**config.mk**
```make
export PLATFORM = sky130hd
export DESIGN_NAME = mac_accumulator_coprocessor_top
export DESIGN_NICKNAME = d
export VERILOG_FILES = /design/src/design/macc_pkg.sv /design/src/design/macc_fifo.sv /design/src/design/macc_front.sv /design/src/design/macc_back.sv /design/src/design/mac_accumulator_coprocessor_top.sv
export SDC_FILE = /design/constraint.sdc
export NUM_CORES = 2
export LEC_CHECK = 0
export BUFFER_PORTS_ARGS = -buffer_cell sky130_fd_sc_hd__buf_2
export CAP_MARGIN = 20
export CORE_UTILIZATION = 53
export DETAILED_ROUTE_END_ITERATION = 12
export PLACE_DENSITY = 0.7
export SLEW_MARGIN = 15
export SYNTH_ARGS = -nofsm -noshare
export SYNTH_HDL_FRONTEND = slang
export SYNTH_HIERARCHICAL = 1
export SYNTH_SLANG_ARGS = --single-unit
```
**constraint.sdc**
```tcl
create_clock -name clk -period 16 [get_ports clk]
set_input_delay 1.6 -clock clk [delete_from_list [all_inputs] [get_ports clk]]
set_output_delay 1.6 -clock clk [all_outputs]
set_load 0.01 [all_outputs]
```
**src/design/macc_pkg.sv**
```systemverilog
// Shared types, codes and sizes for the multiply-accumulate coprocessor.
package macc_pkg;

    localparam int ACC_W = 40;
    localparam int WORD_W = 32;
    localparam int HALF_W = 16;
    localparam int HIGH_W = ACC_W - WORD_W;

    localparam int MID_DEPTH_DEF = 2;
    localparam int OUT_DEPTH_DEF = 2;

    localparam logic [1:0] CMD_MAC   = 2'd0;
    localparam logic [1:0] CMD_WRITE = 2'd1;
    localparam logic [1:0] CMD_READ  = 2'd2;

    localparam logic [2:0] OP1_VALID = 3'd1;
    localparam logic [2:0] ACC_ZERO  = 3'd0;
    localparam logic [3:0] AOP_ZERO  = 4'd0;

    typedef enum logic [1:0] {
        FORM_FULL = 2'd0,
        FORM_BAD  = 2'd1,
        FORM_DUAL = 2'd2,
        FORM_XY   = 2'd3
    } form_t;

    typedef enum logic [1:0] {
        KIND_REJECT = 2'd0,
        KIND_MAC    = 2'd1,
        KIND_WRITE  = 2'd2,
        KIND_READ   = 2'd3
    } kind_t;

    typedef struct packed {
        logic [1:0]        command;
        logic [2:0]        op1_field;
        logic              two_flag;
        logic              mrc_flag;
        logic [3:0]        opcode_field;
        logic [2:0]        acc_select;
        logic [3:0]        access_op;
        logic [WORD_W-1:0] rs_value;
        logic [WORD_W-1:0] rm_value;
        logic [WORD_W-1:0] write_low;
        logic [WORD_W-1:0] write_high;
    } in_word_t;

    typedef struct packed {
        logic              accepted;
        logic [WORD_W-1:0] read_low;
        logic [HIGH_W-1:0] read_high;
    } out_word_t;

    // Classified operation handed from front to back.
    typedef struct packed {
        kind_t             kind;
        form_t             form;
        logic              x_sel;
        logic              y_sel;
        logic [WORD_W-1:0] rs;
        logic [WORD_W-1:0] rm;
        logic [ACC_W-1:0]  wval;
    } op_t;

endpackage

```
**src/design/macc_fifo.sv**
```systemverilog
// Small register queue with push/full and pop/empty sides.
module macc_fifo #(
    parameter type item_t = logic,
    parameter int  DEPTH  = 2
) (
    input  logic  clk,
    input  logic  rst_n,
    input  logic  push,
    output logic  full,
    input  item_t wr_data,
    output logic  empty,
    input  logic  pop,
    output item_t rd_data
);

    localparam int CNT_W = $clog2(DEPTH + 1);
    localparam int PTR_W = (DEPTH > 1) ? $clog2(DEPTH) : 1;

    item_t            mem_reg [DEPTH];
    logic [CNT_W-1:0] count_reg, count_next;
    logic [PTR_W-1:0] wr_ptr_reg, wr_ptr_next;
    logic [PTR_W-1:0] rd_ptr_reg, rd_ptr_next;
    logic             wr_en;
    logic             rd_en;

    assign full    = (count_reg == CNT_W'(DEPTH));
    assign empty   = (count_reg == '0);
    assign wr_en   = push && !full;
    assign rd_en   = pop && !empty;
    assign rd_data = mem_reg[rd_ptr_reg];

    always_comb
    begin
        wr_ptr_next = wr_ptr_reg;
        rd_ptr_next = rd_ptr_reg;
        count_next  = count_reg;
        if (wr_en)
        begin
            wr_ptr_next = (wr_ptr_reg == PTR_W'(DEPTH - 1)) ? '0 : wr_ptr_reg + 1'b1;
        end
        if (rd_en)
        begin
            rd_ptr_next = (rd_ptr_reg == PTR_W'(DEPTH - 1)) ? '0 : rd_ptr_reg + 1'b1;
        end
        if (wr_en && !rd_en)
        begin
            count_next = count_reg + 1'b1;
        end
        else if (rd_en && !wr_en)
        begin
            count_next = count_reg - 1'b1;
        end
    end

    always_ff @(posedge clk or negedge rst_n)
    begin
        if (!rst_n)
        begin
            count_reg  <= '0;
            wr_ptr_reg <= '0;
            rd_ptr_reg <= '0;
        end
        else
        begin
            count_reg  <= count_next;
            wr_ptr_reg <= wr_ptr_next;
            rd_ptr_reg <= rd_ptr_next;
        end
    end

    always_ff @(posedge clk)
    begin
        if (wr_en)
        begin
            mem_reg[wr_ptr_reg] <= wr_data;
        end
    end

endmodule

```
**src/design/macc_front.sv**
```systemverilog
// Front end: checks the encoding of an incoming word and classifies it.
module macc_front (
    input  macc_pkg::in_word_t in_word,
    output macc_pkg::op_t      op
);
    import macc_pkg::*;

    form_t form;
    logic  acc_ok;
    logic  mac_ok;

    assign form   = form_t'(in_word.opcode_field[3:2]);
    assign acc_ok = (in_word.acc_select == ACC_ZERO) && (in_word.access_op == AOP_ZERO);
    assign mac_ok = (in_word.op1_field == OP1_VALID) && !in_word.two_flag
                 && !in_word.mrc_flag && (in_word.acc_select == ACC_ZERO)
                 && (form != FORM_BAD);

    always_comb
    begin
        op.form  = form;
        op.x_sel = in_word.opcode_field[1];
        op.y_sel = in_word.opcode_field[0];
        op.rs    = in_word.rs_value;
        op.rm    = in_word.rm_value;
        op.wval  = {in_word.write_high[HIGH_W-1:0], in_word.write_low};
        case (in_word.command)
            CMD_MAC:   op.kind = mac_ok ? KIND_MAC : KIND_REJECT;
            CMD_WRITE: op.kind = acc_ok ? KIND_WRITE : KIND_REJECT;
            CMD_READ:  op.kind = acc_ok ? KIND_READ : KIND_REJECT;
            default:   op.kind = KIND_REJECT;
        endcase
    end

endmodule

```
**src/design/macc_back.sv**
```systemverilog
// Back end: multiply stage, then accumulate/read/write stage on the 40-bit accumulator.
module macc_back (
    input  logic                clk,
    input  logic                rst_n,
    input  logic                op_valid,
    input  macc_pkg::op_t       op,
    output logic                op_take,
    output logic                res_push,
    input  logic                res_full,
    output macc_pkg::out_word_t res
);
    import macc_pkg::*;

    // Multiply stage registers
    logic                     s1_valid_reg;
    kind_t                    s1_kind_reg;
    logic                     s1_full_reg;
    logic [ACC_W-1:0]         s1_prod_reg;
    logic signed [WORD_W-1:0] s1_pa_reg;
    logic signed [WORD_W-1:0] s1_pb_reg;
    logic [ACC_W-1:0]         s1_wval_reg;

    logic [ACC_W-1:0]         acc_reg, acc_next;

    logic                     s1_take;
    logic signed [2*WORD_W-1:0] full_prod;
    logic signed [HALF_W-1:0] a_m, a_s, b_m, b_s;
    logic signed [WORD_W-1:0] pa, pb;
    logic [ACC_W-1:0]         addend;

    assign s1_take  = !s1_valid_reg || !res_full;
    assign op_take  = op_valid && s1_take;
    assign res_push = s1_valid_reg && !res_full;

    // Pick multiplicand halves: dual uses low*low and high*high, xy uses one pair.
    always_comb
    begin
        full_prod = (2*WORD_W)'($signed(op.rm)) * (2*WORD_W)'($signed(op.rs));
        if (op.form == FORM_DUAL)
        begin
            a_m = op.rm[HALF_W-1:0];
            a_s = op.rs[HALF_W-1:0];
            b_m = op.rm[WORD_W-1:HALF_W];
            b_s = op.rs[WORD_W-1:HALF_W];
        end
        else
        begin
            a_m = op.x_sel ? op.rm[WORD_W-1:HALF_W] : op.rm[HALF_W-1:0];
            a_s = op.y_sel ? op.rs[WORD_W-1:HALF_W] : op.rs[HALF_W-1:0];
            b_m = '0;
            b_s = '0;
        end
        pa = WORD_W'(a_m) * WORD_W'(a_s);
        pb = WORD_W'(b_m) * WORD_W'(b_s);
    end

    always_ff @(posedge clk or negedge rst_n)
    begin
        if (!rst_n)
        begin
            s1_valid_reg <= 1'b0;
        end
        else if (s1_take)
        begin
            s1_valid_reg <= op_valid;
        end
    end

    always_ff @(posedge clk)
    begin
        if (op_take)
        begin
            s1_kind_reg <= op.kind;
            s1_full_reg <= (op.form == FORM_FULL);
            s1_prod_reg <= full_prod[ACC_W-1:0];
            s1_pa_reg   <= pa;
            s1_pb_reg   <= pb;
            s1_wval_reg <= op.wval;
        end
    end

    always_comb
    begin
        addend = s1_full_reg ? s1_prod_reg
               : {{HIGH_W{s1_pa_reg[WORD_W-1]}}, s1_pa_reg}
               + {{HIGH_W{s1_pb_reg[WORD_W-1]}}, s1_pb_reg};
        acc_next = acc_reg;
        case (s1_kind_reg)
            KIND_MAC:   acc_next = acc_reg + addend;
            KIND_WRITE: acc_next = s1_wval_reg;
            default:    acc_next = acc_reg;
        endcase
        res.accepted  = (s1_kind_reg != KIND_REJECT);
        res.read_low  = (s1_kind_reg == KIND_READ) ? acc_reg[WORD_W-1:0] : '0;
        res.read_high = (s1_kind_reg == KIND_READ) ? acc_reg[ACC_W-1:WORD_W] : '0;
    end

    always_ff @(posedge clk or negedge rst_n)
    begin
        if (!rst_n)
        begin
            acc_reg <= '0;
        end
        else if (res_push)
        begin
            acc_reg <= acc_next;
        end
    end

endmodule

```
**src/design/mac_accumulator_coprocessor_top.sv**
```systemverilog
// Top level of the multiply-accumulate coprocessor.
//
//   channel  | direction | handshake            | payload
//   ---------+-----------+----------------------+------------------
//   command  | in        | push / full          | in_word (in_word_t)
//   result   | out       | empty / pop          | out_word (out_word_t)
//
// One word per cycle in steady state while results are popped; each word
// gives exactly one result word. An accepted word is decoded into the middle
// queue, then registered in the multiply stage, then passes the accumulate
// stage into the result queue, from which it shows on out_word.
// The 40-bit accumulator add in the last stage closes the loop on each result push.
// Reset clears the queues and the accumulator; a stalled pop backs the pipe
// up into the middle queue, and full rises only once that queue is filled.
module mac_accumulator_coprocessor_top #(
    parameter int MID_DEPTH = macc_pkg::MID_DEPTH_DEF,
    parameter int OUT_DEPTH = macc_pkg::OUT_DEPTH_DEF
) (
    input  logic                clk,
    input  logic                rst_n,
    input  logic                push,
    output logic                full,
    input  macc_pkg::in_word_t  in_word,
    output logic                empty,
    input  logic                pop,
    output macc_pkg::out_word_t out_word
);
    import macc_pkg::*;

    op_t       front_op;
    op_t       mid_op;
    logic      mid_empty;
    logic      mid_take;
    logic      res_push;
    logic      res_full;
    out_word_t res;

    macc_front u_front (
        .in_word (in_word),
        .op      (front_op)
    );

    macc_fifo #(
        .item_t (op_t),
        .DEPTH  (MID_DEPTH)
    ) u_mid_q (
        .clk     (clk),
        .rst_n   (rst_n),
        .push    (push),
        .full    (full),
        .wr_data (front_op),
        .empty   (mid_empty),
        .pop     (mid_take),
        .rd_data (mid_op)
    );

    macc_back u_back (
        .clk      (clk),
        .rst_n    (rst_n),
        .op_valid (!mid_empty),
        .op       (mid_op),
        .op_take  (mid_take),
        .res_push (res_push),
        .res_full (res_full),
        .res      (res)
    );

    macc_fifo #(
        .item_t (out_word_t),
        .DEPTH  (OUT_DEPTH)
    ) u_out_q (
        .clk     (clk),
        .rst_n   (rst_n),
        .push    (res_push),
        .full    (res_full),
        .wr_data (res),
        .empty   (empty),
        .pop     (pop),
        .rd_data (out_word)
    );

endmodule

```
* Word-level counts from Yosys, hierarchy flattened
Memories as Yosys holds them, arrays and structs flattened. Index checks and enable logic that the tools add are counted.
Storage, ports and cells: register bits after elaboration 196, RAM bits 302, input port bits 150, output and inout bits 43, logic and storage cells 103, memories kept 2
Operators by class: $add $sub $neg 10, multipliers 3, equality and inequality tests 10, mux-type cells 26, reductions and logical operators 38
Memory list:
- u_mid_q.mem_reg | depth 2, width 110, read ports 1, clocked after memory_dff 0, write ports 1, RTL line macc_fifo.sv:19 | item_t mem_reg [DEPTH];
- u_out_q.mem_reg | depth 2, width 41, read ports 1, clocked after memory_dff 0, write ports 1, RTL line macc_fifo.sv:19
Operator list (number):
- 16-bit two-way mux | 6
- 40-bit case mux with 2 select lines | 1
- 16-bit by 16-bit multiplier with 32-bit output | 2
- 40-bit adder | 1
- 32-bit by 32-bit multiplier with 40-bit output | 1
- 40-bit two-way mux | 1
- 32-bit by 32-bit adder with 33-bit output | 1
- 32-bit two-way mux | 1
- 1-bit logical AND | 15
- 2-bit == test (second input constant) | 6
- 2-bit two-way mux | 6
- 1-bit logical NOT | 11
- 1-bit two-way mux | 9
- 2-bit logical NOT | 4
- 8-bit two-way mux | 1
- 2-bit nonzero test | 4
- 2-bit case mux with 3 select lines | 1
- 1-bit adder (second input constant) | 4
- 2-bit by 1-bit adder with 2-bit output (second input constant) | 2
- 2-bit by 1-bit == test with 1-bit output (second input constant) | 2
- 4-bit logical NOT | 1
- 2-bit by 1-bit subtractor with 2-bit output (second input constant) | 2
- 3-bit by 1-bit == test with 1-bit output (second input constant) | 1
- 3-bit logical NOT | 1
- other kinds (3) | 3

* Logic depth before layout (Yosys ltp)
word-level depth 8, gate-level depth with buffers 31, depth with buffers taken out 27

* Hierarchy
Netlist, hierarchy kept.
By module, submodules not included:
- macc_back | times used 1, cells an instance 5793, area each 53935.5 um^2
- macc_fifo at u_mid_q | times used 1, cells an instance 361, area each 8164.1 um^2
- macc_fifo at u_out_q | times used 1, cells an instance 147, area each 3358.2 um^2
- macc_front | times used 1, cells an instance 118, area each 882.1 um^2
- mac_accumulator_coprocessor_top | times used 1, cells an instance 1, area each 3.8 um^2

* Worst setup path after synthesis
No wires, ideal clock.
path type register to register, start reg u_out_q.count_reg[0], end reg u_mid_q.count_reg[1], library setup time 79 ps, arrival 14338 ps, required time 15921 ps, slack 1583 ps, stages on the path, launching flop included 8, path buffers 0, cell sequence dfrtp_1 > nand2b_1 > inv_1 > a21boi_0 > o21ai_0 > ha_1 > nor2_1 > xor2_1
Between the ends: longest elaborated chain between the ends 8, elaborated cells between the ends (all ways) 10, classes of those cells eq/ne (1); mux (1); reduce/logical (8)
RTL lines:
- from (decl) | RTL line macc_fifo.sv:20 | logic [CNT_W-1:0] count_reg, count_next;
- from (signal assigned) | RTL line macc_fifo.sv:65 | count_reg <= count_next;
- 2-bit == test * | RTL line macc_fifo.sv:26 | assign full = (count_reg == CNT_W'(DEPTH));
- named net res_full | RTL line mac_accumulator_coprocessor_top.sv:35 | logic res_full;
- 1-bit logical NOT * | RTL line macc_back.sv:31 | assign s1_take = !s1_valid_reg || !res_full;
- 1-bit logical OR * | RTL line macc_back.sv:31
- 1-bit logical AND * | RTL line macc_back.sv:32 | assign op_take = op_valid && s1_take;
- named net mid_take | RTL line mac_accumulator_coprocessor_top.sv:33 | logic mid_take;
- 1-bit logical AND * | RTL line macc_fifo.sv:29 | assign rd_en = pop && !empty;
- 1-bit logical NOT | RTL line macc_fifo.sv:45 | if (wr_en && !rd_en)
- 1-bit logical AND | RTL line macc_fifo.sv:45
- 2-bit two-way mux / 2-bit nonzero test (equally long branches)
- to (signal assigned) | RTL line macc_fifo.sv:65
- to (decl) | RTL line macc_fifo.sv:20
Mark *: on every way through the listed nets, which the timed path passes. The rest lies on a longest branch. A chain may end at the register's enable or synchronous reset.

==> impl_results.md <==
* Relative slew slack at ~24%
* Required time worst endpoint at approximately 16000 ps
* Sequential area share after synthesis at 22.2%
* Post-synthesis cell count at roughly 6400
* Max reg flops at 220
* Max cap viols at 0
* Final max-slew violation count at 0
* Input/output buffers at 168
* CTS tree: yes
* Synth Area in XOR/XNOR at ~2.9%
* Vias at around 44000
* Synthesis-to-layout area growth at 4.52%
* Post-synthesis mux area share at about 3.9%
* Post-DP Area at a little under 0.07 mm²
* Max incr delay on CP at about 950 ps
* Initial DRC count at approximately 3200
* Gr ovfl total at 0
* Initial core utilization at a little over half
* R2r setup slk at about 5900 ps
* Layout Skew at between 50 and 60 ps
* DIE AREA at around 0.13 mm²
* # resized after CTS at 0
* Mapped Nets at 8138
* Crit path launch type: register
* Core area at about 0.12 mm²
* Warnings, synthesis at 6
* Critical path endpoint: u_back/s1_pa_reg[28]
* EDFF count, synth at roughly 450
* Syn_area_per_cell at roughly 10 µm²
* Post-Synth Adder-Cell Area at 42.8%
* Root Buffer: clkbuf_16
* Num ports at just under 200
* Period utilisation layout at between 60% and 70%
* Min Tclk post-route at roughly 10000 ps
* Synth Area in Compound Gates at slightly above 5%
* Origin of the critical flop-to-flop path: u_mid_q/rd_ptr_reg
* H-Tree Level Count at 2
* Chip height at between 300 and 400 µm
* Failing checks: DRC
* Clock sink total at roughly 500
* Setup tns final at 0 ps
* Post-route DRC at 26
* First-pass GRT wire length at roughly 260000 µm
* Most common cell on crit path: fa_1
* Fin. Hold Viols at 0
* Slew @ Worst Pin at 1110 ps
* Fin nets at 8017
* Share of layout cells above drive strength 1 at ~8.7%
* Setup Buffers After CTS at 0
* Post-route cell area at 0.0693 mm²
* Number of hold buffers added after cts at 0
* RSZ-0062 raised after global routing: no
* WHS Path Cells at 1
* Worst endpoint data arrival time at just over 10000 ps
* Post-Route WL at approximately 160000 µm
* Top FF cell, synth: edfxtp_1
* Drt first pass iters at 11
* GRT Total Usage at about a quarter
* Synth cell types at 89
* R2R cell count at 26
* Wire per inst at around 20 µm
* CP startpoint: u_mid_q/rd_ptr_reg
* Seq cells post-synth at about 500
* CTS max path bufs at 3
* Worst Setup Path Type: reg -> reg
* Clock transition at path regs at about 70 ps
* Async S/R FF share, synth at approximately a tenth
* Vias in the first global route at 46762
* Die X-Extent at 356 µm
* Pin count of the biggest net entering global routing at between 70 and 80
* Final Setup Violations at 0
* Final Wtd Congestion at 0.955
* Status: finished, violations left
* Hold Crit Class: reg -> reg
* Maximum fanout along the worst path at 57
* Antenna Nets Post-Route at 0
* Synth area leaders: fa_1 (35%), edfxtp_1 (20%), ha_1 (7.5%), inv_1 (7.0%), and2_1 (4.9%)
* Initial antenna violation count at 9
* Post-synth top area share at between 30% and 40%
* Vias per inst at between 5 and 6
* Largest family of logic cells by synthesized area: adder cells
* Dominant cell type by area after synthesis: fa_1
* CP endpoint kind: register
* Fmax achieved at ~0.099 GHz
* Dpl hpwl at roughly 130000 µm
* Worst reg2reg endpoint: u_back/s1_pa_reg[28]
* Synth Cell Area at around 0.066 mm²
* Clock buffer count from CTS at 47
* Cell with the largest stage delay on the worst path: dfrtp_4
* Worst skew pair latency at between 600 and 700 ps
* # rows at between 100 and 150
* Simple-Gate Fraction of Synth Area at 12.9%
[placed cells by master, fill, tap and decap left out, drive strengths merged, types with 18 or more instances in the layout]
cell,instances
a211oi,20
a21o,83
a21oi,161
a31oi,19
and2,521
and3,124
buf,237
clkbuf,60
clkinv,18
dfrtp,49
edfxtp,449
fa,1169
ha,399
inv,1250
mux2,182
mux2i,37
nand2,682
nand2b,38
nand3,51
nor2,209
nor2b,19
nor3,36
o21a,25
o21ai,120
o21bai,18
or2,19
xnor2,153
xor2,65
[cell families (layout without fill, tap and decap cells)]
kind of cell | after synthesis | count (layout)
multiplexers | 219 | 219
adder cells (fa/ha/maj) | 1568 | 1568
XOR/XNOR | 218 | 218
buffers and inverters | 1654 | 1571
AND/OR/NAND/NOR | 1739 | 1739
AO/OA/AOI/OAI | 524 | 524
flip-flops | 498 | 498
other | 0 | 4
[Yosys cell counts, types with 124 or more instances]
master and count:
edfxtp_1 449, and2_1 517, fa_1 1169, mux2_2 143
a21oi_1 157, nand2_1 682, inv_1 1246, nor2_1 208
and3_1 124, clkbuf_1 273, ha_1 399, xnor2_1 153
[worst min-delay path by stage]
stage                                 startpoint              endpoint
after floorplan           u_back/s1_wval_reg[38]    u_back/acc_reg[38]
after global placement      u_out_q/count_reg[1]  u_out_q/count_reg[1]
after detailed placement    u_mid_q/count_reg[1]  u_mid_q/count_reg[1]
after CTS                   u_mid_q/count_reg[1]  u_mid_q/count_reg[1]
after global routing        u_mid_q/count_reg[1]  u_mid_q/count_reg[1]
final                       u_mid_q/count_reg[1]  u_mid_q/count_reg[1]
[metrics by stage]
stage	hold WS (ps)	worst slack (ps)	instances	utilization, %
floorplan	459	1580	6420	-
global placement	506	6110	7885	54.6
detailed placement	516	6080	7886	54.6
CTS	528	6060	7973	55.9
global route	540	5600	7974	55.9
finish	532	5940	7978	55.9
[cell type report]
cell class / count / area [µm²]
well taps: 1637 / 2050
multi-input cells: 4268 / 44900
fillers: 10635 / 54600
diodes: 4 / 10.0
clock buffers: 60 / 1250
repair buffers: 237 / 1390
inverters: 1247 / 4680
flip-flops and latches: 498 / 14700
clock inverters: 27 / 332
[critical path: cells and delay by family, from the launching register on]
kind	cells	cell delay [ps]
mux	2	1370
xor+xnor	1	550
buf+inv	6	1290
compound gates	8	2300
fa+ha+maj	7	2980
simple gates	2	280
flops	1	950
[per-layer routing]
layer / share of wire, % / global-route usage, % / routed length (µm) / up-vias
li1: - / - / - / 19526
met1: 41 / 36.2 / 67300 / 22643
met2: 48 / 43.9 / 78500 / 1587
met4: 3.8 / 8.60 / 6170 / 6
met3: 7.6 / 4.50 / 12400 / 323
met5: 0.024 / 0 / 40 / -
Power is not shown: default switching activity piles up to over one toggle a cycle in this logic, so the estimate is an artifact.
